[src/permutation_distance_histogram_top_defines.svh]
// Assertion macros for the permutation distance histogram.
// Used by the top level only; needs clk_i and rst_ni in scope.
`ifndef PERMUTATION_DISTANCE_HISTOGRAM_TOP_DEFINES_SVH
`define PERMUTATION_DISTANCE_HISTOGRAM_TOP_DEFINES_SVH

// same-cycle implication
`define PDH_ASSERT_NOW(lbl, ante, cons, msg) \
  lbl: assert property (@(posedge clk_i) disable iff (!rst_ni) (ante) |-> (cons)) \
    else $error(msg);

// next-cycle implication
`define PDH_ASSERT_NEXT(lbl, ante, cons, msg) \
  lbl: assert property (@(posedge clk_i) disable iff (!rst_ni) (ante) |=> (cons)) \
    else $error(msg);

`endif

[src/pdh_ram.sv]
// Generic simple dual-port RAM, one write and one registered read port.
// No dependencies.
`timescale 1ns / 1ps
`default_nettype none

module pdh_ram #(
  parameter int WIDTH = 16,
  parameter int DEPTH = 16
) (
  input  wire logic                     clk_i,
  input  wire logic                     we_i,
  input  wire logic [$clog2(DEPTH)-1:0] waddr_i,
  input  wire logic [WIDTH-1:0]         wdata_i,
  input  wire logic [$clog2(DEPTH)-1:0] raddr_i,
  output logic      [WIDTH-1:0]         rdata_o
);

  logic [WIDTH-1:0] mem_q [DEPTH];

  always_ff @(posedge clk_i) begin
    if (we_i) begin
      mem_q[waddr_i] <= wdata_i;
    end
    rdata_o <= mem_q[raddr_i];
  end

endmodule

`default_nettype wire

[config.mk]
export PLATFORM = sky130hd
export DESIGN_NAME = pdh_ram
export DESIGN_NICKNAME = d
export VERILOG_FILES = /design/src/permutation_distance_histogram_top_defines.svh /design/src/pdh_ram.sv
export SDC_FILE = /design/constraint.sdc
export NUM_CORES = 1
export LEC_CHECK = 0
export ABC_CLOCK_PERIOD_IN_PS = 2400
export BUFFER_PORTS_ARGS = -buffer_cell sky130_fd_sc_hd__clkbuf_2
export CAP_MARGIN = 30
export CORE_UTILIZATION = 55
export CTS_CLUSTER_DIAMETER = 200
export DETAILED_ROUTE_END_ITERATION = 12
export PLACE_DENSITY = 0.72
export SLEW_MARGIN = 15
export SYNTH_ARGS = -nofsm -noshare
export SYNTH_HDL_FRONTEND = slang
export SYNTH_SLANG_ARGS = --single-unit
[constraint.sdc]
create_clock -name clk_i -period 2.4 [get_ports clk_i]
set_input_delay 0.12 -clock clk_i [delete_from_list [all_inputs] [get_ports clk_i]]
set_output_delay 0.12 -clock clk_i [all_outputs]
set_load 0.03 [all_outputs]
* Word level (Yosys, flattened, before mapping)
Memories as Yosys holds them, arrays and structs flattened. A register that Yosys moved wholly into a read port is not among the register bits. Index checks and enable logic that the tools add are counted.
Operators by class: muxes and demuxes 2
Operator list (count):
- two-way mux 1 bit | 2
Storage, ports and cells: flip-flop bits (word level) 0, memory bits (writable) 256, output and inout bits 16, word-level logic and storage cells 3, memories kept 1
Memory list:
- mem_q | depth 16, width 16, rd ports 1, clocked after Yosys merged registers in 1, write ports 1, line pdh_ram.sv:18 | logic [WIDTH-1:0] mem_q [DEPTH];

* Depth between registers and ports, before layout
Gate-level depths: netlist (run 1).
depth in word-level cells 2, gate-level depth with buffers 5

* Worst setup path after synthesis (run 1)
No wires, ideal clock.
kind input port to flip-flop, from in waddr_i[2], to mem mem_q[0][0] (enable), arrival 1766 ps, data required time 1991 ps, path slack 225 ps, cell stages on the path 2, path through or3b_2 nor3_1
RTL lines:
- from (decl) | line pdh_ram.sv:12 | input wire logic [$clog2(DEPTH)-1:0] waddr_i,
- to (decl) | line pdh_ram.sv:18
Straight into the memory's write port.

==> metrics.log, run 1 <==
[metrics] TritonCTS buffer count: 26
[metrics] count of inserted antenna diode cells: 0
[metrics] count of mapped cells out of synthesis: 432
[metrics] routed length per instance: 25.9 um
[metrics] data required time at the worst endpoint: 2.78 ns
[metrics] CTS max path bufs: 3
[metrics] leakage dissipation: 0.00379 uW
[metrics] count of input and output buffers: 41
[metrics] Worst Path Class, Setup: reg2reg
[metrics] main area contributors after synthesis: edfxtp_1, mux4_2, dfxtp_1
[metrics] CTS Sinks: 272
[metrics] power density normalized to cell area: 846 nW/um^2
[metrics] number of synthesized flops with an enable pin: 256
[metrics] post-synth net total: 458
[metrics] height of the die: 137 um
[metrics] most repeated cell in the gate-level netlist after synthesis: edfxtp_1
[metrics] sequential fraction of the synthesis area: 0.797
[metrics] synthesized area per cell: 23.2 um^2
[metrics] fin nets: 533
[metrics] clock transition time at the flip-flop clock pins of the worst setup and hold paths: 0.06 ns
[metrics] dpl hpwl: 10,100 um
[metrics] Unique masters post-synth: 19
[metrics] clock insertion delay at the later pin of the skew report: 0.51 ns
[metrics] pin count of the biggest net entering global routing: 65
[metrics] Final Hold Viols: 0
[metrics] sum of negative setup slack: 0 ns
[metrics] total overflow reported by the global router: 0
[metrics] Util after Layout: 0.644
[metrics] synthesis-to-finish area growth: 14.8%
[metrics] final weighted congestion in routability-driven placement: 0.733
[metrics] cell type contributing the most total cell area after synthesis: edfxtp_1
[metrics] maximum clock rate: 726 MHz
[metrics] post-detailed-routing wire length: 19,600 um
[metrics] Cell Area, Placed: 10,700 um^2
[metrics] CTS tree: built
[metrics] num rows: 49
[metrics] vias in the first global route: 4,680
[metrics] number of H-tree branching levels: 1
[metrics] cell area after synthesis: 10,000 um^2
[metrics] Hold Crit Class: in2reg
[metrics] full die area: 18,800 um^2
[metrics] initial core utilization: 0.561
[metrics] flip-flop and latch count after synthesis: 272
[metrics] max cap viols: 0
[metrics] Max Slew Vio Count: 0
[metrics] Max-slew headroom: 0.736
[metrics] result of the run: complete, no violations
[metrics] Finish-stage setup viols: 0
[metrics] depth of the most critical reg-to-reg path: 3
[metrics] wire length of the first global-routing pass: 29,100 um
[metrics] endpoint kind of the worst setup timing path: register
[metrics] initial antenna violation count: 0
[metrics] portion of the clock cycle consumed by the worst path in the final layout: 0.574
[metrics] count of warnings emitted by yosys: 0
[metrics] io pins: 42
[metrics] Initial DRT Pass Iterations: 4
[metrics] Fin Hold WS: 0.00795 ns
[metrics] ranking of synthesized cells by instance count: edfxtp_1, mux4_2, a22oi_1, nand2_1, dfxtp_1
[metrics] data arrival time of the critical path: 1.76 ns
[metrics] CORE AREA: 17,900 um^2
[metrics] DRC marker count from the first detailed-route iteration: 480
[metrics] Post-synth ARST share: 0
[metrics] buffer cell driving the clock tree root: clkbuf_16
[metrics] Design Area, Final: 11,500 um^2
[metrics] vias: 4,606
[metrics] final cell count without fillers: 756
[metrics] Post-Route Skew: 0.00743 ns
[metrics] final critical delay including setup and external delays: 1.38 ns
[metrics] Cells on Worst Hold Path: 1
[metrics] placed instance count: 705
[metrics] overall fraction of global-route tracks in use: 0.222
[metrics] layout filler cell count: 1,174
[metrics] post-detailed-route DRC marker count: 0
[metrics] antenna-violating nets left: 0
[metrics] area fraction of the dominant cell type after synthesis: 0.765
[metrics] unrepaired setup endpoints after global routing: no
[metrics] PostCTS Resize Cnt: 0
[metrics] detail-routed via count per cell: 6.09
[metrics] Post-synth top flop: edfxtp_1
[metrics] ratio of cells with drive above 1 in the final layout: 0.323
[metrics] Worst setup SP type: register
[metrics] worst-margin pin slew: 0.396 ns
[metrics] highest net fanout along the worst path: 1
[metrics] worst vdd rail ir drop: 0.508 mV
[metrics] Die Width: 137 um
[final timing paths]
check,start,to,slack [ns]
max,mem_q[10][6]$_DFFE_PP_,rdata_o[6]$_DFF_P_,1.02
min reg2reg,mem_q[13][12]$_DFFE_PP_,rdata_o[12]$_DFF_P_,0.66
min,wdata_i[15],mem_q[15][15]$_DFFE_PP_,0.008
max reg2reg,mem_q[10][6]$_DFFE_PP_,rdata_o[6]$_DFF_P_,1.02
[cells by family (layout without fill, tap and decap cells)]
kind of cell / Yosys count / in the layout / synth area share
flops: 272 / 272 / 0.797
buf+inv: 21 / 116 / 0.0123
compound gates: 32 / 32 / 0.0239
mux: 64 / 64 / 0.147
simple gates: 43 / 43 / 0.0192
[cell usage in the layout (no fill, tap or decap)]
master,count
nand2_1,17
clkbuf_16,27
dfxtp_1,16
a22oi_1,32
mux4_2,54
nor3_2,4
nand3_1,1
nor2_2,12
edfxtp_1,256
clkbuf_1,5
dlygate4sd3_1,3
bufinv_16,2
mux4_1,10
nand2b_1,2
nand3b_1,2
or3b_2,1
clkbuf_2,40
inv_6,1
clkinv_1,9
clkinv_2,4
buf_4,22
nor2_1,1
and2_1,1
buf_12,3
nor2b_1,2
[cell type report]
type / count / area, um^2 / area share
Clock buffer: 32 / 694 / 0.0602
Clock inverter: 16 / 123 / 0.0106
Multi-Input combinational cell: 139 / 1960 / 0.170
Sequential cell: 272 / 8010 / 0.695
Tap cell: 229 / 287 / 0.0249
Timing Repair Buffer: 68 / 455 / 0.0395
[registers in the layout, indices dropped and copies added (netlist names)]
register  flops
mem_q       256
rdata_o      16
[routing by layer]
metal / vias up / wire length (um) / GRT usage
met3: 33 / 1670 / 0.0281
met4: 0 / 407 / 0.0678
li1: 1993 / - / -
met5: - / 0 / 0
met1: 2410 / 7530 / 0.308
met2: 170 / 9940 / 0.371
[through the flow]
stage	setup slack, ns	power, uW
after global routing	0.950	10000
final	1.02	9750
after detailed placement	0.665	5970
after global placement	0.697	5950
after floorplan	0.225	5760
after CTS	1.02	9810
[power by group]
part / switching (uW) / internal [uW] / total, uW
clock network: 1620 / 2260 / 3880
registers: 31.0 / 5310 / 5340
logic: 319 / 204 / 523
total: 1970 / 7780 / 9750
[critical path: stages (launching register included)]
cell	delay, ns
edfxtp_1	0.37
mux4_1	0.51
a22oi_1	0.26
nand2_1	0.11
[timing repair]
item,CTS,global route
hold endpoints to repair,31,0
hold buffers,3,0
buffers inserted,0,0
Power figures use the tool's default switching activity.
==> run 2: changes to the inputs <==
--- a/config.mk
+++ b/config.mk
@@ -5,13 +5,13 @@
 export SDC_FILE = /design/constraint.sdc
 export NUM_CORES = 1
 export LEC_CHECK = 0
-export ABC_CLOCK_PERIOD_IN_PS = 2400
+export ABC_CLOCK_PERIOD_IN_PS = 1200
 export BUFFER_PORTS_ARGS = -buffer_cell sky130_fd_sc_hd__clkbuf_2
 export CAP_MARGIN = 30
 export CORE_UTILIZATION = 55
 export CTS_CLUSTER_DIAMETER = 200
 export DETAILED_ROUTE_END_ITERATION = 12
-export PLACE_DENSITY = 0.72
+export PLACE_DENSITY = 0.75
 export SLEW_MARGIN = 15
 export SYNTH_ARGS = -nofsm -noshare
 export SYNTH_HDL_FRONTEND = slang
==> constraint.sdc (replaced) <==
create_clock -name clk_i -period 1.2 [get_ports clk_i]
set_input_delay 0.06 -clock clk_i [delete_from_list [all_inputs] [get_ports clk_i]]
set_output_delay 0.06 -clock clk_i [all_outputs]
set_load 0.03 [all_outputs]
==> run 2 against run 1 <==
  * Combinational power grew 130%
  * Sequential share of layout area shrank 3.0 points
  * Non-clock buffer count grew 27
  * The run now ends with setup timing left
  * Cell count grew 3.4%
  * Worst setup slack lost 1.1 ns
  * Cell area grew 4.6%
  * Largest power group unchanged
  * Critical path type unchanged
==> metrics.log, run 2 (synthesis results as in run 1) <==
[metrics] CORE AREA: 17,900 um^2 (unchanged)
[metrics] power density normalized to cell area: 1620 nW/um^2 (+92%)
[metrics] Cell Area, Placed: 11,000 um^2 (+3.4%)
[metrics] Finish-stage setup viols: 12 (+12)
[metrics] full die area: 18,800 um^2 (unchanged)
[metrics] highest net fanout along the worst path: 1 (unchanged)
[metrics] clock insertion delay at the later pin of the skew report: 0.53 ns (+0.02 ns)
[metrics] Max Slew Vio Count: 0 (unchanged)
[metrics] overall fraction of global-route tracks in use: 0.236 (+0.0138)
[metrics] failing checks: setup timing
[metrics] worst vdd rail ir drop: 1.27 mV (+150%)
[metrics] sum of internal, switching and leakage power: 19,500 uW (+100%)
[metrics] final critical delay including setup and external delays: 1.29 ns (-0.0928 ns)
[metrics] placed instance count: 719 (+2.0%)
[metrics] antenna-violating nets left: 0 (unchanged)
[metrics] data required time at the worst endpoint: 1.61 ns (-1.17 ns)
[metrics] post-detailed-route DRC marker count: 0 (unchanged)
[metrics] portion of the clock cycle consumed by the worst path in the final layout: 1.07 (+0.497)
[metrics] CTS tree: built
[metrics] Max-slew headroom: 0.747 (+0.0109)
[metrics] fin nets: 560 (+5.1%)
[metrics] buffers plus inverters on the worst setup path: 0 (unchanged)
[metrics] Design Area, Final: 12,100 um^2 (+4.6%)
[metrics] Util after Layout: 0.673 (+0.0294)
[metrics] Initial DRT Pass Iterations: 4 (unchanged)
[metrics] vias in the first global route: 4,983 (+6.5%)
[metrics] DRC marker count from the first detailed-route iteration: 584 (+22%)
[metrics] num rows: 49 (unchanged)
[metrics] Max stage delay cell, worst path: mux4_2
[metrics] flip-flop count of the largest register, all copies and words added: 256 (unchanged)
[metrics] highest routing layer actually used: met4
[metrics] Final Hold Viols: 0 (unchanged)
[metrics] max cap viols: 0 (unchanged)
[metrics] CTS max path bufs: 3 (unchanged)
[metrics] io pins: 42 (unchanged)
[metrics] count of inserted antenna diode cells: 0 (unchanged)
[metrics] most common library cell in the layout ignoring fill and taps: edfxtp_1
[metrics] worst-margin pin slew: 0.379 ns (-0.0164 ns)
[metrics] TritonCTS buffer count: 26 (unchanged)
[metrics] commonest cells after routing, fill and taps aside: edfxtp_1, mux4_2, clkbuf_2
[metrics] leakage dissipation: 0.00394 uW (+3.9%)
[metrics] sum of negative setup slack: -0.429 ns (-0.429 ns)
[metrics] detail-routed via count per cell: 6.19 (+1.6%)
[metrics] Die Width: 137 um (unchanged)
[metrics] Post-Route Skew: 0.0100 ns (+0.00262 ns)
[metrics] endpoint kind of the worst setup timing path: register
[metrics] top register by number of flip-flops: mem_q
[metrics] post-CTS setup buffer count: 0 (unchanged)
[metrics] cell-by-cell listing of the critical path: mux4_2 -> a22oi_2 -> nand2_1
[metrics] maximum clock rate: 778 MHz (+7.2%)
[metrics] layout filler cell count: 1,120 (-4.6%)
[metrics] registers with the highest flip-flop counts: mem_q: 256 flops, rdata_o: 16 flops
[metrics] largest delay contributor family on the critical path: multiplexers
[metrics] unrepaired setup endpoints after global routing: yes
[metrics] pin count of the biggest net entering global routing: 25 (-62%)
[metrics] post-detailed-routing wire length: 20,900 um (+6.8%)
[metrics] ratio of cells with drive above 1 in the final layout: 0.387 (+0.0644)
[metrics] dpl hpwl: 10,800 um (+7.2%)
[metrics] routed length per instance: 26.7 um (+3.3%)
[metrics] total overflow reported by the global router: 0 (unchanged)
[metrics] wire length of the first global-routing pass: 30,600 um (+5.1%)
[metrics] Met3 Routed Length: 1530 um (-8.4%)
[metrics] final weighted congestion in routability-driven placement: 0.702 (-4.1%)
[metrics] CTS Sinks: 272 (unchanged)
[metrics] amount of wire on met2 after detailed routing: 10,400 um (+4.8%)
[metrics] count of input and output buffers: 41 (unchanged)
[metrics] initial core utilization: 0.561 (unchanged)
[metrics] Worst setup SP type: register
[metrics] clock transition time at the flip-flop clock pins of the worst setup and hold paths: 0.07 ns (about the same)
[metrics] metal1 wirelength: 8620 um (+14%)
[metrics] Worst Path Class, Setup: reg2reg
[metrics] final cell count without fillers: 782 (+3.4%)
[metrics] number of H-tree branching levels: 1 (unchanged)
[metrics] worst-case setup margin in the final layout: -0.0855 ns (-1.11 ns)
[metrics] Hold Crit Class: in2reg
[metrics] buffer cell driving the clock tree root: clkbuf_16
[metrics] initial antenna violation count: 0 (unchanged)
[metrics] vias: 4,843 (+5.1%)
[metrics] height of the die: 137 um (unchanged)
[metrics] result of the run: complete, but fails checks
[metrics] synthesis-to-finish area growth: 20.0%
[metrics] delay of the slowest cell on the worst path: 0.53 ns (+0.02 ns)
[metrics] data arrival time of the critical path: 1.70 ns (-0.06 ns)
-- run 2: layout make-up --
cell class                 count  area (um^2)  share of cell area
sequential                   272         8010               0.664
tap                          229          287              0.0238
timing repair buffer          95          928              0.0770
multi-input combinational    139         2040               0.169
clock inverter                14         93.8             0.00778
clock buffer                  33          698              0.0579
-- run 2: per-stage QoR --
step	hold slack, ns	setup slack [ns]
floorplan	0.159	-0.194
global placement	0.437	-0.241
detailed placement	0.465	-0.267
CTS	0.104	-0.0942
global route	0.117	-0.103
finish	0.118	-0.0855
-- run 2: worst min-delay path, delay by kind of cell --
| kind | cells | cell delay [ns] |
|---|---|---|
| buffers and inverters | 2 | 0.33 |
| AND/OR/NAND/NOR | 1 | 0.07 |
-- run 2: layer usage --
metal,vias up,global-route usage
met1,2559,0.338
met2,230,0.374
met5,-,0
met3,20,0.0448
li1,2034,-
met4,0,0.0665
-- run 2: worst paths after layout --
kind	from	end	slack, ns	cells past startpoint
setup / recovery	mem_q[10][9]$_DFFE_PP_	rdata_o[9]$_DFF_P_	-0.09	3
hold / removal	waddr_i[1]	mem_q[12][13]$_DFFE_PP_	0.12	3
setup reg to reg	mem_q[10][9]$_DFFE_PP_	rdata_o[9]$_DFF_P_	-0.09	3
hold reg to reg	mem_q[6][15]$_DFFE_PP_	rdata_o[15]$_DFF_P_	0.67	3
-- run 2: report_power, final --
group / switching (uW) / internal (uW) / total [uW]
Sequential: 71.3 / 10600 / 10700
Clock: 3300 / 4330 / 7630
Combinational: 702 / 519 / 1220
-- run 2: what timing repair did --
action                     4_1_cts  5_1_grt
pin swaps                       12        7
setup endpoints to repair       16       17
hold buffers                    16        0
resized for setup               13       13
hold endpoints to repair       254        0
