### src/permutation_distance_histogram_top_defines.svh
// Assertion macros for the permutation distance histogram.
// Used by the top level only; needs clk_i and rst_ni in scope.
`ifndef PERMUTATION_DISTANCE_HISTOGRAM_TOP_DEFINES_SVH
`define PERMUTATION_DISTANCE_HISTOGRAM_TOP_DEFINES_SVH

// same-cycle implication
`define PDH_ASSERT_NOW(lbl, ante, cons, msg) \
  lbl: assert property (@(posedge clk_i) disable iff (!rst_ni) (ante) |-> (cons)) \
    else $error(msg);

// next-cycle implication
`define PDH_ASSERT_NEXT(lbl, ante, cons, msg) \
  lbl: assert property (@(posedge clk_i) disable iff (!rst_ni) (ante) |=> (cons)) \
    else $error(msg);

`endif

### src/pdh_pkg.sv
// Shared types and constants for the permutation distance histogram.
// No dependencies.
`timescale 1ns / 1ps
`default_nettype none

package pdh_pkg;

  localparam int MAX_NODES  = 16;
  localparam int COUNT_BITS = 16;
  localparam int NODE_W     = $clog2(MAX_NODES);
  localparam int SIZE_W     = NODE_W + 1;
  localparam int CELL_W     = 3 * NODE_W;
  localparam int CELL_DEPTH = 1 << CELL_W;

  localparam logic [SIZE_W-1:0]     SIZE_MIN  = SIZE_W'(2);
  localparam logic [SIZE_W-1:0]     SIZE_MAX  = SIZE_W'(MAX_NODES);
  localparam logic [SIZE_W-1:0]     SIZE_RST  = SIZE_W'(MAX_NODES);
  localparam logic [COUNT_BITS-1:0] COUNT_MAX = '1;

  typedef enum logic [1:0] {
    REQ_CLEAR = 2'd0,
    REQ_PUSH  = 2'd1,
    REQ_READ  = 2'd2
  } pdh_req_e;

  typedef enum logic [2:0] {
    ST_INIT,
    ST_IDLE,
    ST_CLEAR,
    ST_COUNT,
    ST_DRAIN,
    ST_READ
  } pdh_state_e;

  // one counter increment leaving the sequencer
  typedef struct packed {
    logic              valid;
    logic              first;
    logic [NODE_W-1:0] offs;
  } pdh_issue_t;

  // counter memory requests that bypass the increment pipeline
  typedef struct packed {
    logic              clr_we;
    logic [CELL_W-1:0] clr_addr;
    logic [CELL_W-1:0] rd_addr;
  } pdh_port_t;

endpackage

`default_nettype wire

### src/pdh_ctrl.sv
// Sequencer: request decode, size register, fill pointer, position loops,
// clearing sweep and result registers. Depends on pdh_pkg.
`timescale 1ns / 1ps
`default_nettype none

module pdh_ctrl import pdh_pkg::*; (
  input  wire logic                  clk_i,
  input  wire logic                  rst_ni,
  input  wire logic                  start,
  output logic                       busy_o,
  input  wire logic [1:0]            req_type_i,
  input  wire logic [NODE_W-1:0]     gene_value_i,
  input  wire logic [NODE_W-1:0]     ref_node_i,
  input  wire logic [NODE_W-1:0]     offset_dist_i,
  input  wire logic [NODE_W-1:0]     follow_node_i,
  input  wire logic                  cfg_we_i,
  input  wire logic [SIZE_W-1:0]     cfg_data_i,
  input  wire logic                  unit_busy_i,
  input  wire logic [COUNT_BITS-1:0] cnt_rdata_i,
  output pdh_issue_t                 issue_o,
  output pdh_port_t                  port_o,
  output logic                       lb_we_o,
  output logic      [NODE_W-1:0]     lb_waddr_o,
  output logic      [NODE_W-1:0]     lb_wdata_o,
  output logic      [NODE_W-1:0]     lb_raddr_o,
  output logic                       done_o,
  output logic      [COUNT_BITS-1:0] count_value_o,
  output logic                       status_o,
  output logic                       perm_done_o,
  output logic      [15:0]           samples_done_o
);

  pdh_state_e state_q, state_d;

  logic [SIZE_W-1:0]     size_q, size_d;
  logic [SIZE_W-1:0]     fill_q, fill_d;
  logic [15:0]           sample_q, sample_d;
  logic [CELL_W-1:0]     sweep_q, sweep_d;
  logic [NODE_W-1:0]     i_q, i_d, d_q, d_d, j_q, j_d;
  pdh_issue_t            issue_q, issue_d;
  logic                  done_q, done_d;
  logic [COUNT_BITS-1:0] count_q, count_d;
  logic                  status_q, status_d;
  logic                  pdone_q, pdone_d;

  logic [SIZE_W-1:0] n;
  logic [NODE_W-1:0] nm1;
  logic              accept;
  logic              gene_bad, read_bad;
  logic [NODE_W-1:0] pos;
  logic [SIZE_W-1:0] fill_next;
  logic              last_elem, loop_end, sweep_end;

  assign n   = (size_q < SIZE_MIN) ? SIZE_MIN : ((size_q > SIZE_MAX) ? SIZE_MAX : size_q);
  assign nm1 = NODE_W'(n - SIZE_W'(1));

  assign busy_o = (state_q != ST_IDLE);
  assign accept = start && !busy_o;

  assign gene_bad = ({1'b0, gene_value_i} >= n);
  assign read_bad = ({1'b0, ref_node_i} >= n) || ({1'b0, offset_dist_i} >= n)
                    || ({1'b0, follow_node_i} >= n);

  assign pos       = (fill_q >= n) ? '0 : fill_q[NODE_W-1:0];
  assign fill_next = {1'b0, pos} + SIZE_W'(1);
  assign last_elem = (fill_next >= n);
  assign loop_end  = (i_q == nm1) && (d_q == nm1);
  assign sweep_end = (sweep_q == '1);

  // next state
  always_comb begin
    state_d = state_q;
    unique case (state_q)
      ST_INIT, ST_CLEAR: begin
        if (sweep_end) state_d = ST_IDLE;
      end
      ST_IDLE: begin
        if (accept) begin
          unique case (req_type_i)
            REQ_CLEAR: state_d = ST_CLEAR;
            REQ_PUSH:  if (!gene_bad && last_elem) state_d = ST_COUNT;
            REQ_READ:  if (!read_bad) state_d = ST_READ;
            default:   state_d = ST_IDLE;
          endcase
        end
      end
      ST_COUNT: begin
        if (loop_end) state_d = ST_DRAIN;
      end
      ST_DRAIN: begin
        if (!issue_q.valid && !unit_busy_i) state_d = ST_IDLE;
      end
      ST_READ:  state_d = ST_IDLE;
      default:  state_d = ST_IDLE;
    endcase
  end

  // datapath and outputs
  always_comb begin
    size_d          = size_q;
    fill_d          = fill_q;
    sample_d        = sample_q;
    sweep_d         = sweep_q;
    i_d             = i_q;
    d_d             = d_q;
    j_d             = j_q;
    issue_d         = '0;
    done_d          = 1'b0;
    count_d         = '0;
    status_d        = 1'b0;
    pdone_d         = 1'b0;
    port_o.clr_we   = 1'b0;
    port_o.clr_addr = sweep_q;
    port_o.rd_addr  = {ref_node_i, offset_dist_i, follow_node_i};
    lb_we_o         = 1'b0;
    lb_waddr_o      = pos;
    lb_wdata_o      = gene_value_i;
    lb_raddr_o      = j_q;

    unique case (state_q)
      ST_INIT, ST_CLEAR: begin
        port_o.clr_we = 1'b1;
        sweep_d       = sweep_q + CELL_W'(1);
        if (sweep_end && state_q == ST_CLEAR) begin
          done_d = 1'b1;
        end
      end
      ST_IDLE: begin
        if (accept) begin
          unique case (req_type_i)
            REQ_CLEAR: begin
              sample_d = '0;
              sweep_d  = '0;
            end
            REQ_PUSH: begin
              if (gene_bad) begin
                done_d   = 1'b1;
                status_d = 1'b1;
              end else begin
                lb_we_o = 1'b1;
                if (last_elem) begin
                  fill_d = '0;
                  i_d    = '0;
                  d_d    = '0;
                  j_d    = '0;
                end else begin
                  fill_d = fill_next;
                  done_d = 1'b1;
                end
              end
            end
            REQ_READ: begin
              if (read_bad) begin
                done_d   = 1'b1;
                status_d = 1'b1;
              end
            end
            default: begin
              done_d   = 1'b1;
              status_d = 1'b1;
            end
          endcase
        end
      end
      ST_COUNT: begin
        issue_d.valid = 1'b1;
        issue_d.first = (d_q == '0);
        issue_d.offs  = d_q;
        if (d_q == nm1) begin
          d_d = '0;
          i_d = i_q + NODE_W'(1);
          j_d = i_q + NODE_W'(1);
        end else begin
          d_d = d_q + NODE_W'(1);
          j_d = (j_q == nm1) ? '0 : j_q + NODE_W'(1);
        end
      end
      ST_DRAIN: begin
        if (!issue_q.valid && !unit_busy_i) begin
          done_d  = 1'b1;
          pdone_d = 1'b1;
          if (sample_q != '1) sample_d = sample_q + 16'd1;
        end
      end
      ST_READ: begin
        done_d  = 1'b1;
        count_d = cnt_rdata_i;
      end
      default: begin
        done_d = 1'b0;
      end
    endcase

    // size writes drop a partly pushed permutation
    if (cfg_we_i) begin
      size_d = cfg_data_i;
      fill_d = '0;
    end
  end

  always_ff @(posedge clk_i or negedge rst_ni) begin
    if (!rst_ni) begin
      state_q  <= ST_INIT;
      size_q   <= SIZE_RST;
      fill_q   <= '0;
      sample_q <= '0;
      sweep_q  <= '0;
      issue_q  <= '0;
      done_q   <= 1'b0;
    end else begin
      state_q  <= state_d;
      size_q   <= size_d;
      fill_q   <= fill_d;
      sample_q <= sample_d;
      sweep_q  <= sweep_d;
      issue_q  <= issue_d;
      done_q   <= done_d;
    end
  end

  always_ff @(posedge clk_i) begin
    i_q      <= i_d;
    d_q      <= d_d;
    j_q      <= j_d;
    count_q  <= count_d;
    status_q <= status_d;
    pdone_q  <= pdone_d;
  end

  assign issue_o        = issue_q;
  assign done_o         = done_q;
  assign count_value_o  = count_q;
  assign status_o       = status_q;
  assign perm_done_o    = pdone_q;
  assign samples_done_o = sample_q;

endmodule

`default_nettype wire

### config.mk
export PLATFORM = sky130hd
export DESIGN_NAME = pdh_ctrl
export DESIGN_NICKNAME = d
export VERILOG_FILES = /design/src/permutation_distance_histogram_top_defines.svh /design/src/pdh_pkg.sv /design/src/pdh_ctrl.sv
export SDC_FILE = /design/constraint.sdc
export NUM_CORES = 1
export LEC_CHECK = 0
export BUFFER_PORTS_ARGS = -buffer_cell sky130_fd_sc_hd__buf_2
export CAP_MARGIN = 20
export CORE_UTILIZATION = 50
export DETAILED_ROUTE_END_ITERATION = 10
export PLACE_DENSITY = 0.87
export SLEW_MARGIN = 15
export SYNTH_ARGS = -nofsm -noshare
export SYNTH_HDL_FRONTEND = slang
export SYNTH_SLANG_ARGS = --single-unit
### constraint.sdc
create_clock -name clk_i -period 6.35 [get_ports clk_i]
set_clock_uncertainty 0.2 [all_clocks]
set_input_delay 0.3175 -clock clk_i [delete_from_list [all_inputs] [get_ports clk_i]]
set_output_delay 0.3175 -clock clk_i [all_outputs]
set_load 0.03 [all_outputs]
# --- After elaboration in Yosys (flattened, before gate mapping) ---
# Cells that the tools add are included.
# W data, S select, Z words.
totals:
  regBits: 78
  output_inout_bits: 80
classes:
  n_addsub: 7
  n_lt_le_gt_ge: 8
  eq_ne: 26
  n_mux: 52
  n_reduce_logical: 28
op_table:
  columns: ["cell", "count"]
  rows:
  - ["$mux W16", 4]
  - ["$mux W5", 8]
  - ["$mux W4", 9]
  - ["$pmux W16 S2", 1]
  - ["$mux W12", 2]
  - ["$pmux W12 S2", 1]
  - ["$pmux W4 S2", 3]
  - ["$ge A4 B5 Y1", 4]
  - ["$mux W3", 6]
  - ["$ne A2 B2 Y1 const B", 9]
  - ["$add A16 B1 Y16 const B", 1]
  - ["$ne A16 B16 Y1 const B", 1]
  - ["$add A12 B1 Y12 const B", 1]
  - ["$add A4 B1 Y4 const B", 3]
  - ["$eq A12 B12 Y1 const B", 1]
  - ["$eq A4 B4 Y1", 3]
  - ["$mux W1", 12]
  - ["$pmux W3 S4", 1]
  - ["$reduce_and A6 Y1", 2]
  - ["$reduce_bool A2 Y1", 6]
  - ["$ge A5 B5 Y1", 2]
  - ["$reduce_and A5 Y1", 2]
  - ["$pmux W3 S3", 1]
  - ["$eq A3 B2 Y1 const B", 2]
  - ["24 further kinds", 36]

# --- Logic depth before layout (Yosys ltp) ---
# Gate-level depths: netlist (run 1).
logic_depth:
  ltp_word: 13
  ltp_mapped: 17
  depth_no_buf: 16

# --- Worst setup path before layout (run 1) ---
# Ideal clock, no wire load.
synth_path:
  path_type: "register -> register"
  startpoint: "register size_q[4]"
  endpoint: "register d_q[0], enable pin"
  setup_ns: 0.271
  arrival_time_ns: 4.403
  path_slack_ns: 1.476
  stages_incl_launch_ff: 18
  cell_sequence: "dfstp_2 clkbuf_1 nand2b_1 nor2_1 ha_1 nand2b_1 maj3_2 a221oi_4 and2_1 ha_1 nand4_1 inv_1 ha_1 and3_1 o21a_1 or3_4 nor2b_1 or2_2"
synth_via:
  elab_chain_cells: 9
  word_cells_on_any_way: 12
  classes_between: "1 x add/sub; 5 x order compare; 2 x eq/ne; 3 x mux; 1 x reduce/logical"
synth_rtl:
  columns: ["item", "line_no", "text"]
  rows:
  - ["start, declared", "pdh_ctrl.sv:35", "logic [SIZE_W-1:0] size_q, size_d;"]
  - ["start signal, assigned", "pdh_ctrl.sv:212", "size_q <= size_d;"]
  - ["$gt A5 B5 Y1", "pdh_ctrl.sv:54", "assign n = (size_q < SIZE_MIN) ? SIZE_MIN : ((size_q > SIZE_MAX) ? SIZE_MAX : size_q);"]
  - ["$mux W5", "pdh_ctrl.sv:54", null]
  - ["$mux W5 *", "pdh_ctrl.sv:54", null]
  - ["$ge A5 B5 Y1 *", "pdh_ctrl.sv:64", "assign pos = (fill_q >= n) ? '0 : fill_q[NODE_W-1:0];"]
  - ["$mux W4 *", "pdh_ctrl.sv:64", null]
  - ["via lb_waddr_o[0]", "pdh_ctrl.sv:23", "output logic [NODE_W-1:0] lb_waddr_o,"]
  - ["$add A4 B1 Y5 *", "pdh_ctrl.sv:65", "assign fill_next = {1'b0, pos} + SIZE_W'(1);"]
  - ["$ge A5 B5 Y1 *", "pdh_ctrl.sv:66", "assign last_elem = (fill_next >= n);"]
  - ["$ne A2 B2 Y1 (no source line) *", null, null]
  - ["$reduce_and A5 Y1 (no source line) *", null, null]
  - ["end signal, assigned", "pdh_ctrl.sv:223", "d_q <= d_d;"]
  - ["end, declared", "pdh_ctrl.sv:39", "logic [NODE_W-1:0] i_q, i_d, d_q, d_d, j_q, j_d;"]
# Mark *: on every way through the listed nets, which the timed path passes. The rest lies on a longest branch.
# A chain may end at the register's enable or synchronous reset.

# --- Worst setup path in the final report (run 1) ---
layout_path:
  startpoint: "register size_q[4]"
  endpoint: "register j_q[1] (netlist: lb_raddr_o[1]), enable pin"
layout_via:
  elab_chain_cells: 9
  word_cells_on_any_way: 12
  classes_between: "1 x add/sub; 5 x order compare; 2 x eq/ne; 3 x mux; 1 x reduce/logical"
layout_rtl:
  columns: ["item", "line_no", "text"]
  rows:
  - ["$gt A5 B5 Y1", "pdh_ctrl.sv:54", null]
  - ["$mux W5", "pdh_ctrl.sv:54", null]
  - ["$mux W5 *", "pdh_ctrl.sv:54", null]
  - ["$ge A5 B5 Y1", "pdh_ctrl.sv:64", null]
  - ["$mux W4", "pdh_ctrl.sv:64", null]
  - ["$add A4 B1 Y5", "pdh_ctrl.sv:65", null]
  - ["$ge A5 B5 Y1", "pdh_ctrl.sv:66", null]
  - ["$ne A2 B2 Y1 (no source line)", null, null]
  - ["$reduce_and A5 Y1 (no source line) *", null, null]
  - ["end signal, assigned", "pdh_ctrl.sv:224", "j_q <= j_d;"]
  - ["end, declared", "pdh_ctrl.sv:39", null]
# Every way passes the cells marked *; elsewhere a longest branch is shown, timed or not.

==> impl_metrics.ini, run 1 <==
[status]
status = complete, no violations

[timing]
whs_ns = 0.0165
tightest_slew_ns = 0.844
timing.fmax_mhz = 194
hold_viol = 0
slew_violations = 0
layout_min_cycle_time_ns = 5.15
post-route-period-util = 0.810
setup_viol = 0
timing.max_slew.rel_slack = 0.423
setup_tns_ns = 0
rsz0062_at_grt = false

[synth]
netlist_area_mm2 = 0.00452
ys_ff_latch = 78
synth_adder_area_share = 0.0911
seq_area_frac_synth = 0.426
synthXorXnorAreaFrac = 0.0837
synth_top_family_by_area = simple AND/OR/NAND/NOR gates
yosysWarnings = 0
synthArstFlopShare = 0.615
ys.flop_type = dfrtp_1
syn_avg_cell_area_um2 = 9.76
synthSimpleGateAreaFrac = 0.218
synthCells = 463
synth_edf_count = 12
synth_cell_types = 66
syn_nets = 539
synth_mux_area_frac = 0.0172
synth_compound_area_frac = 0.104

[floorplan]
std_cell_rows = 34
die_h_um = 97.0
core_mm2 = 0.00872
ios = 124
start_util = 0.518
die_area_mm2 = 0.00942
die_x_um = 97.0

[clock_network]
postCtsSetupRepairBufs = 0
clockBufferDepth = 2
clk_latency_ns = 0.36
cts_tree = built
cts_buffers = 9
numClockSinks = 78
cts_root_buf = clkbuf_8
cts_max_level = 3
clkSlewWorstSetupHoldPaths_ns = 0.09

[worst_setup_path]
arrival_ns = 5.04
end_kind = flip-flop
crit_slowest_cell = nor2_1
worstPathMaxFanout = 9
required_ns = 6.25
crit_type = reg2reg
critPathTopFamily = simple AND/OR/NAND/NOR gates
worst-path-buf-inv = 1
crit_chain = nand2b_1 -> nor2_1 -> ha_1 -> nand2b_1 -> maj3_2 -> a221oi_4 -> and2_1 -> ha_1 -> nand4_1 -> inv_1 -> ha_1 -> and3_1 -> o21a_1 -> or3_4 -> nor2b_1 -> or2_2
critical_path.max_stage_delay_ns = 0.56
crit_top_cell = ha_1
cp-start-kind = flip-flop

[power]
switching_share = 0.419
cellPowerDensity_mw_per_mm2 = 335
power.leakage_nw = 2.73
seqPwrFrac = 0.417
peakVddDrop_uv = 287
switching_power_w = 0.000764
p_clk_frac = 0.191
power_frac_comb = 0.392
internal_power_w = 0.00106
p_total_w = 0.00182

[routing]
drcViolationCount = 0
ant_nets = 0
detail_route.wl_per_cell_um = 16.1
vias = 3968
dr.pass1.iters = 6
drt-vias-per-instance = 5.69
drtIter0Drc = 168
drt_wl_total_mm = 11.2

[global_route]
grt_max_degree = 49
overflow = 0
grt_pass1_wl_mm = 18.0
grtUsageTotal = 0.236
antenna_found_initial = 0
first_global_vias = 3871

[final_layout]
final_common_cell = buf_2
final_cell_mix = 122 x buf_2, 47 x dfrtp_1, 43 x nor2_1
fillCellCount = 694
antennaDiodeCount = 0
final_layout_size_suffix_gt1_frac = 0.265
final_nets = 660
final_core_util = 0.624
final_area_mm2 = 0.00545
multi_input_area_mm2 = 0.00232
syn_to_final_growth_pct = 20.6
regArea_mm2 = 0.00192

[place]
dp_hpwl_mm = 8.08
placed_area_mm2 = 0.00509
portBuffers = 123
gp_congestion = 0.899

[run]
drv_cap = 0

[hold_path]
hp-class = in2reg
## synth_stat cells (3+ instances only)
library cell  count  area, µm²
clkbuf_1         12       45.0
o21ai_1           3       15.0
dfrtp_1          47       1180
nand3_1          12       60.1
ha_1             32        400
nor3_1           14       70.1
nor2b_1           7       43.8
buf_4            16        120
and3_1           25        156
xnor2_1          14        123
o21a_1            5       37.5
buf_2             3       15.0
o31ai_1           4       30.0
a21oi_1          11       55.1
or3_1             6       37.5
mux2_2            6       67.6
nand2_1          25       93.8
nand4_1          12       75.1
o21ai_0          16       80.1
inv_1            25       93.8
dfxtp_1          18        360
nand2b_1          9       56.3
edfxtp_1         12        360
a211oi_1          3       22.5
and2_1            7       43.8
xor2_1           24        210
nor2_1           43        161
## cells by family (layout without fill, tap and decap cells)
| group | count (synthesis) | after routing |
|---|---|---|
| xor+xnor | 40 | 40 |
| buf+inv | 56 | 182 |
| mux | 7 | 7 |
| fa+ha+maj | 33 | 33 |
| flops | 78 | 78 |
| simple gates | 182 | 182 |
| compound gates | 67 | 67 |
## sequential cells by signal, summed over array words and instances (netlist names)
signal / count
issue_o: 6
size_q: 5
count_value_o: 16
perm_done_o: 1
sweep_q: 12
samples_done_o: 16
done_o: 1
state_q: 3
d_q: 4
fill_q: 5
i_q: 4
lb_raddr_o: 4
status_o: 1
## worst register-to-register path, stage by stage, from the launching register on
cell and delay [ns]:
dfstp_2 0.42, nand2b_1 0.19, nor2_1 0.56, ha_1 0.37
nand2b_1 0.15, maj3_2 0.33, a221oi_4 0.36, and2_1 0.27
ha_1 0.29, nand4_1 0.15, inv_1 0.09, ha_1 0.24
and3_1 0.21, o21a_1 0.12, or3_4 0.39, nor2b_1 0.18
or2_2 0.38
## what timing repair did
action / in CTS / in global routing
setup endpoints to repair: 0 / 0
endpoints found under the hold margin: 33 / 1
resized for setup: 0 / 0
hold buffers: 16 / 1
## final cells by class
cell class              instances  share of cell area
clock buffers                   9              0.0227
clock inverters                 7             0.00988
inverters                      25              0.0172
multi-input cells             329               0.426
flip-flops and latches         78               0.353
well taps                     108              0.0248
repair buffers                141               0.146
## power groups by stage
stage	sequential, W	combinational (W)	clock, W
3_5_place_dp	0.000768	0.000704	0
2_1_floorplan	0.000846	0.000423	0
3_3_place_gp	0.000763	0.000679	0
5_1_grt	0.000776	0.000780	0.000377
6_report	0.000760	0.000716	0.000348
4_1_cts	0.000759	0.000716	0.000353
## final timing paths
check | endpoint | slack, ns | from | cells past startpoint
max reg2reg | lb_raddr_o[1] | 1.20 | size_q[4] | 16
min reg2reg | perm_done_o | 0.33 | issue_o[5] | 1
max | lb_raddr_o[1] | 1.20 | size_q[4] | 16
max in group asynchronous | fill_q[0] | 5.20 | rst_ni | 2
min | count_value_o[15] | 0.02 | cnt_rdata_i[15] | 2
min in group asynchronous | samples_done_o[8] | 0.32 | rst_ni | 2
## routing by layer
| layer | wire, µm | up-vias | track usage |
|---|---|---|---|
| li1 | - | 1868 | - |
| met1 | 4450 | 1913 | 0.278 |
| met2 | 5790 | 144 | 0.417 |
| met3 | 590 | 43 | 0.0506 |
| met4 | 376 | 0 | 0.0964 |
| met5 | 0 | - | 0 |
## through the flow
stage / setup WS, ns / std cells
floorplan: 1.48 / 463
finish: 1.20 / 697
CTS: 1.25 / 696
global placement: 1.51 / 664
global route: 1.01 / 697
detailed placement: 1.27 / 664
(Power assumes the default switching activity.)
==> run 2: changes to the inputs <==
Clock period 6.35 ns to 5 ns, I/O delays scaled along.
==> run 2 against run 1 <==
Net effect:
- sequential power rose by 28%
- first-iteration DRC count fell by 2.4%
- global-route usage rose by 0.37 points
- combinational power rose by 27%
- worst hold slack improved by 0.038 ns
- core utilization rose by 1.0 points
- maximum frequency rose by 7.6%
- non-clock buffer count rose by 7
- register-to-register slack got worse by 0.99 ns
- critical endpoint is now lb_raddr_o[2]
==> impl_metrics.ini, run 2 (synthesized netlist as in run 1, its figures left out) <==
[status]
status = complete, no violations

[worst_setup_path]
crit_chain = nand2b_1 -> nor2_1 -> ha_1 -> nand2b_1 -> maj3_2 -> a221oi_4 -> and2_1 -> ha_1 -> nand4_1 -> inv_1 -> ha_1 -> and3_1 -> o21a_1 -> or3_4 -> nor2b_1 -> or2_2
r2r_slack_ns = 0.22
crit_type = reg2reg
reg2reg_depth = 16
crit_path_start = size_q[4]
r2r_end = lb_raddr_o[2]
required_ns = 4.88
crit_top_cell = ha_1
r2r-start = size_q[4]
crit_slowest_cell = dfstp_2
critical_path.max_stage_delay_ns = 0.62
critPathCapture = lb_raddr_o[2]
arrival_ns = 4.67
cp-start-kind = flip-flop
worstPathMaxFanout = 9
end_kind = flip-flop

[timing]
timing.fmax_mhz = 209
layout_min_cycle_time_ns = 4.78
tightest_slew_ns = 0.891
fin_ws_ns = 0.215
hold_viol = 0
setup_tns_ns = 0
whs_ns = 0.0549
setup_viol = 0
timing.max_slew.rel_slack = 0.401
slew_violations = 0
post-route-period-util = 0.957

[floorplan]
start_util = 0.518
std_cell_rows = 34
die_area_mm2 = 0.00942
ios = 124
core_mm2 = 0.00872
die_x_um = 97.0
die_h_um = 97.0

[routing]
vias = 3981
ant_nets = 0
dr_wl_met3_um = 513
drt_wl_total_mm = 11.4
drtIter0Drc = 164
detail_route.wl_per_cell_um = 16.3
drt-met1-wl_mm = 4.68
drt-vias-per-instance = 5.65
routed.top_layer = met4
wl_met2_mm = 5.91
drcViolationCount = 0
dr.pass1.iters = 4

[final_layout]
final_nets = 667
fillCellCount = 692
fin_cells = 704
antennaDiodeCount = 0
final_common_cell = buf_2
final_layout_size_suffix_gt1_frac = 0.262
final_cell_mix = 122 x buf_2, 47 x dfrtp_1, 43 x nor2_1
syn_to_final_growth_pct = 22.5

[place]
dpl.cell_count = 665
dpl_worst_slack_ns = 0.293
portBuffers = 123
dp_hpwl_mm = 8.14
gp_congestion = 0.898

[power]
internal_power_w = 0.00139
switching_share = 0.408
p_clk_frac = 0.197
cellPowerDensity_mw_per_mm2 = 424
seqPwrFrac = 0.415
p_total_w = 0.00234
peakVddDrop_uv = 382
switching_power_w = 0.000956
power.leakage_nw = 2.76
power_frac_comb = 0.389

[clock_network]
postCtsSetupRepairBufs = 0
cts_tree = built
clockBufferDepth = 2
clk_latency_ns = 0.35
cts_buffers = 9
cts_max_level = 3
cts_root_buf = clkbuf_8
numClockSinks = 78
clkSlewWorstSetupHoldPaths_ns = 0.08

[global_route]
overflow = 0
grtUsageTotal = 0.240
first_global_vias = 3840
grt_max_degree = 49
antenna_found_initial = 0
grt_pass1_wl_mm = 18.3

[run]
drv_cap = 0

[hold_path]
hp-class = in2reg
## run 2: worst min path at each step
stage	from	to	slack (ns)	cells past startpoint
floorplan	rst_ni	done_o	-0.25	0
global placement	unit_busy_i	perm_done_o	0.27	2
detailed placement	unit_busy_i	perm_done_o	0.27	2
CTS	cfg_we_i	size_q[4]	0.04	3
global route	cfg_we_i	size_q[4]	0.07	3
finish	cfg_we_i	size_q[4]	0.05	3
## run 2: final cells by class
type / instances / area (µm²) / share of cell area
Sequential cell: 78 / 1920 / 0.348
Clock buffer: 12 / 166 / 0.0301
Tap cell: 108 / 135 / 0.0244
Inverter: 25 / 93.8 / 0.0170
Multi-Input combinational cell: 329 / 2320 / 0.420
Clock inverter: 4 / 27.5 / 0.00497
Timing Repair Buffer: 148 / 863 / 0.156
## run 2: per-stage QoR
stage               utilization  instance area, µm²
floorplan                     -                4520
global placement          0.585                5100
detailed placement        0.585                5100
CTS                       0.634                5530
global route              0.635                5530
finish                    0.635                5530
## run 2: repair_timing
action,4_1_cts,5_1_grt
gates resized for setup,0,1
endpoints found under the hold margin,69,0
hold buffers,23,0
setup endpoints to repair,0,8
## run 2: power groups by stage
stage | logic (W) | registers [W] | clock network [W]
2_1_floorplan | 0.000537 | 0.00107 | 0
3_3_place_gp | 0.000864 | 0.000969 | 0
3_5_place_dp | 0.000890 | 0.000979 | 0
4_1_cts | 0.000910 | 0.000967 | 0.000472
5_1_grt | 0.000989 | 0.000990 | 0.000499
6_report | 0.000912 | 0.000972 | 0.000461
## run 2: worst max-delay path: cells and delay by family (launching register included)
kind                       cells  cell delay [ns]
adders and majority gates      4             1.11
and+or+nand+nor                9             1.99
AOI/OAI and AO/OA              2             0.50
buffers and inverters          1             0.09
DFF                            1             0.62
## run 2: metal layers
| metal | up-vias | global-route usage |
|---|---|---|
| met1 | 1944 | 0.297 |
| met3 | 28 | 0.0368 |
| met2 | 128 | 0.411 |
| met5 | - | 0 |
| met4 | 0 | 0.109 |
| li1 | 1881 | - |
